`src/rtl/vnos_pkg.sv`:
```
package vnos_pkg;

    // Default sizes; the top level hands them down as parameters.
    localparam int MAX_OCTAVES_DEF       = 16;
    localparam int COS_TABLE_ENTRIES_DEF = 256;

    // Configuration register indexes.
    localparam int CFG_IDX_W = 4;
    localparam logic [CFG_IDX_W-1:0] REG_OCTAVE_COUNT = 4'd0;
    localparam logic [CFG_IDX_W-1:0] REG_PERSISTENCE  = 4'd1;

    localparam logic [4:0]  OCTAVE_COUNT_RST = 5'd8;
    localparam logic [16:0] PERSIST_RST      = 17'd32768;
    localparam logic [16:0] PERSIST_ONE      = 17'd65536;

    // Pi in unsigned Q2.30.
    localparam logic [63:0] PI_Q30 = 64'd3373259426;

    // Divisors (2n)(2n+1) of the sine series terms.
    localparam logic [63:0] SERIES_DIV [8] = '{64'd6, 64'd20, 64'd42, 64'd72,
                                              64'd110, 64'd156, 64'd210, 64'd272};

    typedef enum logic [4:0] {
        OP_IDLE,
        OP_INIT,
        OP_CLEAR,
        OP_HASH_N,
        OP_HASH_SQ,
        OP_HASH_K,
        OP_HASH_MUL,
        OP_HASH_ACC,
        OP_MUL_BA,
        OP_ADD_BA,
        OP_MUL_BB,
        OP_ADD_BB,
        OP_MUL_BC,
        OP_ADD_BC,
        OP_MUL_SC,
        OP_ADD_SC,
        OP_MUL_AMP,
        OP_NEXT_OCT,
        OP_LOAD_OUT
    } dp_op_t;

    typedef struct packed {
        dp_op_t     op;
        logic [1:0] gi;
        logic [1:0] gj;
    } dp_cmd_t;

    typedef enum logic [4:0] {
        ST_IDLE,
        ST_OCT,
        ST_HN,
        ST_HSQ,
        ST_HK,
        ST_HM,
        ST_HACC,
        ST_BMA,
        ST_BAA,
        ST_BMB,
        ST_BAB,
        ST_BMC,
        ST_BAC,
        ST_SCM,
        ST_SCA,
        ST_AMM,
        ST_AMN,
        ST_DONE
    } ctrl_state_t;

    // Blend weight sin^2 of a half angle given in Q2.30, as Q0.16 capped at one.
    // Used only to build the constant blend table at elaboration.
    function automatic logic [16:0] cos_weight(input logic [63:0] b);
        logic [63:0] b2;
        logic [63:0] term;
        logic [63:0] s;
        logic [63:0] f;
        logic [63:0] w;
        b2   = (b * b) >> 30;
        term = b;
        s    = b;
        for (int n = 1; n <= 8; n++)
        begin
            term = (term * b2) >> 30;
            term = term / SERIES_DIV[n-1];
            if (n[0])
                s = (s >= term) ? s - term : 64'd0;
            else
                s = s + term;
        end
        f = (s * s) >> 30;
        w = (f + 64'd8192) >> 14;
        if (w > 64'd65536)
            w = 64'd65536;
        return w[16:0];
    endfunction

endpackage

```
`src/rtl/vnos_ctrl.sv`:
```
module vnos_ctrl
    import vnos_pkg::*;
#(
    parameter int MAX_OCTAVES = MAX_OCTAVES_DEF,
    localparam int LOOP_W = $clog2(MAX_OCTAVES)
)
(
    input  logic              clk,
    input  logic              rst_n,
    input  logic [LOOP_W-1:0] loops,
    input  logic              in_valid,
    output logic              in_ready,
    output logic              out_valid,
    input  logic              out_ready,
    output dp_cmd_t           cmd
);

    ctrl_state_t       state_reg, state_next;
    logic [LOOP_W-1:0] oct_reg, oct_next;
    logic [3:0]        grid_reg, grid_next;
    logic              out_valid_reg, out_valid_next;

    always_ff @(posedge clk or negedge rst_n)
    begin
        if (!rst_n)
        begin
            state_reg     <= ST_IDLE;
            oct_reg       <= '0;
            grid_reg      <= '0;
            out_valid_reg <= 1'b0;
        end
        else
        begin
            state_reg     <= state_next;
            oct_reg       <= oct_next;
            grid_reg      <= grid_next;
            out_valid_reg <= out_valid_next;
        end
    end

    always_comb
    begin
        state_next     = state_reg;
        oct_next       = oct_reg;
        grid_next      = grid_reg;
        out_valid_next = out_valid_reg;
        in_ready       = 1'b0;
        cmd.op         = OP_IDLE;
        cmd.gi         = grid_reg[1:0];
        cmd.gj         = grid_reg[3:2];
        if (out_valid_reg && out_ready)
            out_valid_next = 1'b0;
        unique case (state_reg)
            ST_IDLE:
            begin
                in_ready = 1'b1;
                if (in_valid)
                begin
                    cmd.op     = OP_INIT;
                    oct_next   = '0;
                    state_next = ST_OCT;
                end
            end
            ST_OCT:
            begin
                if (oct_reg == loops)
                    state_next = ST_DONE;
                else
                begin
                    cmd.op     = OP_CLEAR;
                    grid_next  = '0;
                    state_next = ST_HN;
                end
            end
            ST_HN:
            begin
                cmd.op     = OP_HASH_N;
                state_next = ST_HSQ;
            end
            ST_HSQ:
            begin
                cmd.op     = OP_HASH_SQ;
                state_next = ST_HK;
            end
            ST_HK:
            begin
                cmd.op     = OP_HASH_K;
                state_next = ST_HM;
            end
            ST_HM:
            begin
                cmd.op     = OP_HASH_MUL;
                state_next = ST_HACC;
            end
            ST_HACC:
            begin
                cmd.op    = OP_HASH_ACC;
                grid_next = grid_reg + 4'd1;
                if (grid_reg == 4'd15)
                    state_next = ST_BMA;
                else
                    state_next = ST_HN;
            end
            ST_BMA:
            begin
                cmd.op     = OP_MUL_BA;
                state_next = ST_BAA;
            end
            ST_BAA:
            begin
                cmd.op     = OP_ADD_BA;
                state_next = ST_BMB;
            end
            ST_BMB:
            begin
                cmd.op     = OP_MUL_BB;
                state_next = ST_BAB;
            end
            ST_BAB:
            begin
                cmd.op     = OP_ADD_BB;
                state_next = ST_BMC;
            end
            ST_BMC:
            begin
                cmd.op     = OP_MUL_BC;
                state_next = ST_BAC;
            end
            ST_BAC:
            begin
                cmd.op     = OP_ADD_BC;
                state_next = ST_SCM;
            end
            ST_SCM:
            begin
                cmd.op     = OP_MUL_SC;
                state_next = ST_SCA;
            end
            ST_SCA:
            begin
                cmd.op     = OP_ADD_SC;
                state_next = ST_AMM;
            end
            ST_AMM:
            begin
                cmd.op     = OP_MUL_AMP;
                state_next = ST_AMN;
            end
            ST_AMN:
            begin
                cmd.op     = OP_NEXT_OCT;
                oct_next   = oct_reg + LOOP_W'(1);
                state_next = ST_OCT;
            end
            ST_DONE:
            begin
                if (!out_valid_reg || out_ready)
                begin
                    cmd.op         = OP_LOAD_OUT;
                    out_valid_next = 1'b1;
                    state_next     = ST_IDLE;
                end
            end
            default:
            begin
                state_next = ST_IDLE;
            end
        endcase
    end

    assign out_valid = out_valid_reg;

endmodule

```
`config.mk`:
```
export PLATFORM = sky130hd
export DESIGN_NAME = vnos_ctrl
export DESIGN_NICKNAME = d
export VERILOG_FILES = /design/src/rtl/vnos_pkg.sv /design/src/rtl/vnos_ctrl.sv
export SDC_FILE = /design/constraint.sdc
export NUM_CORES = 1
export LEC_CHECK = 0
export BUFFER_PORTS_ARGS = -buffer_cell sky130_fd_sc_hd__buf_2
export CORE_MARGIN = 2
export CORE_UTILIZATION = 41
export CTS_CLUSTER_DIAMETER = 30
export DETAILED_ROUTE_END_ITERATION = 16
export GPL_ROUTABILITY_DRIVEN = 0
export MAX_ROUTING_LAYER = met4
export SETUP_SLACK_MARGIN = 0.05
export SYNTH_ARGS = -nofsm -noshare
export SYNTH_HDL_FRONTEND = slang
export SYNTH_SLANG_ARGS = --single-unit
```
`constraint.sdc`:
```
create_clock -name clk -period 2.28 [get_ports clk]
set_input_delay 0.456 -clock clk [delete_from_list [all_inputs] [get_ports clk]]
set_output_delay 0.456 -clock clk [all_outputs]
set_load 0.1 [all_outputs]
```
==> out/metrics.cfg <==
[sta]
fmax_mhz=464
clock_skew_ns=0.00601
max_slew_margin_pct=66.8
hold_viol_final=0
tightest_slew_ns=0.496
setup_viol=0
period_share_pct=94.5
rsz0062_at_grt=true
drv_slew=0
finalCriticalPeriod_ns=2.16

[synthesis]
ys_types=40
synth_edf_count=0
ys_seq_elements=14
yosys.area.top_type=dfrtp_1
synth_area_um2=925
seq_area_frac_synth_pct=37.9
ys.flop_type=dfrtp_1
synth_nets=109
netlist_top_cells_count=14 x dfrtp_1, 10 x nand2_1, 8 x nor2_1
synth_top_area_share_pct=37.9
async_reset_ff_share_pct=100
ys_warn_count=0
synth_area_leaders=dfrtp_1 38%, xor2_1 5.7%, nand2_1 4.1%
syn_avg_cell_area_um2=9.34
syn-instance-count=99
yosysMostFrequentCell=dfrtp_1

[worst_setup_path]
worstPathMaxFanout=5
slowest_delay_ns=0.44
slowest_stage=dfrtp_1
cp_cell_sequence=xor2_1 -> nor4_4 -> a21o_2 -> a31oi_2 -> buf_12
path_class=flip-flop to primary output
worstSetupStartpointType=flip-flop
r2r_end=oct_reg[2]$_DFFE_PN0P_
cp_data_required_time_ns=1.82
reg2regPathDepth=5
worstPathArrival_ns=1.70
rrSetupSlack_ns=0.79
r2r-start=state_reg[0]$_DFFE_PN0P_
end_kind=primary output

[routing]
routed_wl_um=2070
viasPerCell=5.41
dr.pass1.iters=4
wl_per_cell_um=14.1
drt_iter0_drc=16
vias=796
ant_nets=0
drc_errors=0

[clocking]
cts_htree_levels=1
clock_latency_ns=0.28
cts-root-buf=clkbuf_4
cts_tree=done
cts_buffer_depth=2
clk_pin_slew_worst_paths_ns=0.09
cts_sinks=14
numCtsBuffers=3
cts_hold_buf=0

[floorplanning]
core_area_um2=2170
die_area_um2=2650
die_height_um=51.5
die_x_um=51.5
io_pins=19
initial_core_util_pct=42.6
rows=17

[final_layout]
syn_to_final_growth_pct=30.2
fin_nets=130
multiInputGateArea_um2=559
antenna_cells=0
nFillCells=200
regArea_um2=355
final_cell_count_no_fill=147
drive_gt1_share_pct=42.9
largest_reg_flops=5

[global_routing]
grt_pass1_wl_um=3580
grt.total_usage_pct=18.3
grt_max_degree=15
grt_pass1_vias=791
overflow=0
antenna_found_initial=0

[outcome]
status=completed

[placed_design]
dp.cells=143
hpwl_um=1590
port-buffer-count=18

[flow_run]
drv_cap=0

[min_path]
hp-class=input pin to async pin

## logic make-up after synthesis
logic type,count (synthesis),share of synthesized area [%]
XOR/XNOR,6,5.68
adder cells (fa/ha/maj),2,2.71
flip-flops,14,37.9
buffers and inverters,11,6.63
multiplexers,2,2.17
AO/OA/AOI/OAI,28,21.1
AND/OR/NAND/NOR,36,23.8
## layout make-up
type / count / share of cell area [%]
Multi-Input combinational cell: 74 / 46.5
Sequential cell: 14 / 29.5
Timing Repair Buffer: 23 / 16.8
Clock buffer: 4 / 3.01
Tap cell: 28 / 2.91
Inverter: 4 / 1.25
## routing by layer
layer  vias up  global-route usage [%]  routed length (um)
li1        393                       -                   -
met1       389                    22.8                 917
met2        12                    30.3                1060
met3         2                    2.87                  77
met4         0                    6.58                  12
met5         -                       -                   0
## critical path, delay by kind of cell (launching register included)
family          cells  cell delay [ns]
simple gates        1             0.06
flops               1             0.44
xor+xnor            1             0.26
compound gates      2             0.45
buf+inv             1             0.21
## worst max path at each step
stage	to	from	cells past startpoint
2_1_floorplan	cmd[5]	out_valid$_DFF_PN0_	3
3_3_place_gp	cmd[5]	loops[3]	6
3_5_place_dp	cmd[5]	loops[3]	6
4_1_cts	cmd[5]	oct_reg[2]$_DFFE_PN0P_	5
5_1_grt	cmd[5]	oct_reg[1]$_DFFE_PN0P_	5
6_report	cmd[5]	oct_reg[0]$_DFFE_PN0P_	5
## repair_timing
item,4_1_cts,5_1_grt
cloned,0,0
buffers inserted,0,0
endpoints found under the hold margin,0,0
endpoints found under the setup margin,1,2
gates resized for setup,1,7
## layout by cell type (no fill, tap or decap), types with 2 or more instances in the layout
master,Yosys,layout
buf_2,3,13
dfrtp_1,14,10
nand2_1,10,9
o21ai_0,6,6
nor2_1,8,5
buf_12,0,5
buf_4,2,5
xor2_1,6,4
inv_1,4,4
dfrtp_2,0,4
nor2_2,0,3
a21oi_1,3,3
nand3_1,3,3
o21ai_1,3,3
clkbuf_4,0,3
nor3_2,0,2
xor2_2,0,2
nor3_1,4,2
mux2i_1,2,2
or3_1,2,2
nor4_2,2,2
ha_1,2,2
## stage by stage
step	util (%)	hold WS [ns]	setup TNS, ns	setup slack [ns]	area, um^2
after detailed placement	52.5	0.374	0	0.268	1140
after global routing	55.5	0.0577	0	0.0396	1200
after CTS	54.4	0.0607	0	0.0859	1180
after floorplan	-	0.160	-0.901	-0.370	948
final	55.5	0.0538	0	0.125	1200
after global placement	52.5	0.371	0	0.297	1140
Power is not shown: default switching activity piles up to over one toggle a cycle in this logic, so the estimate is an artifact.
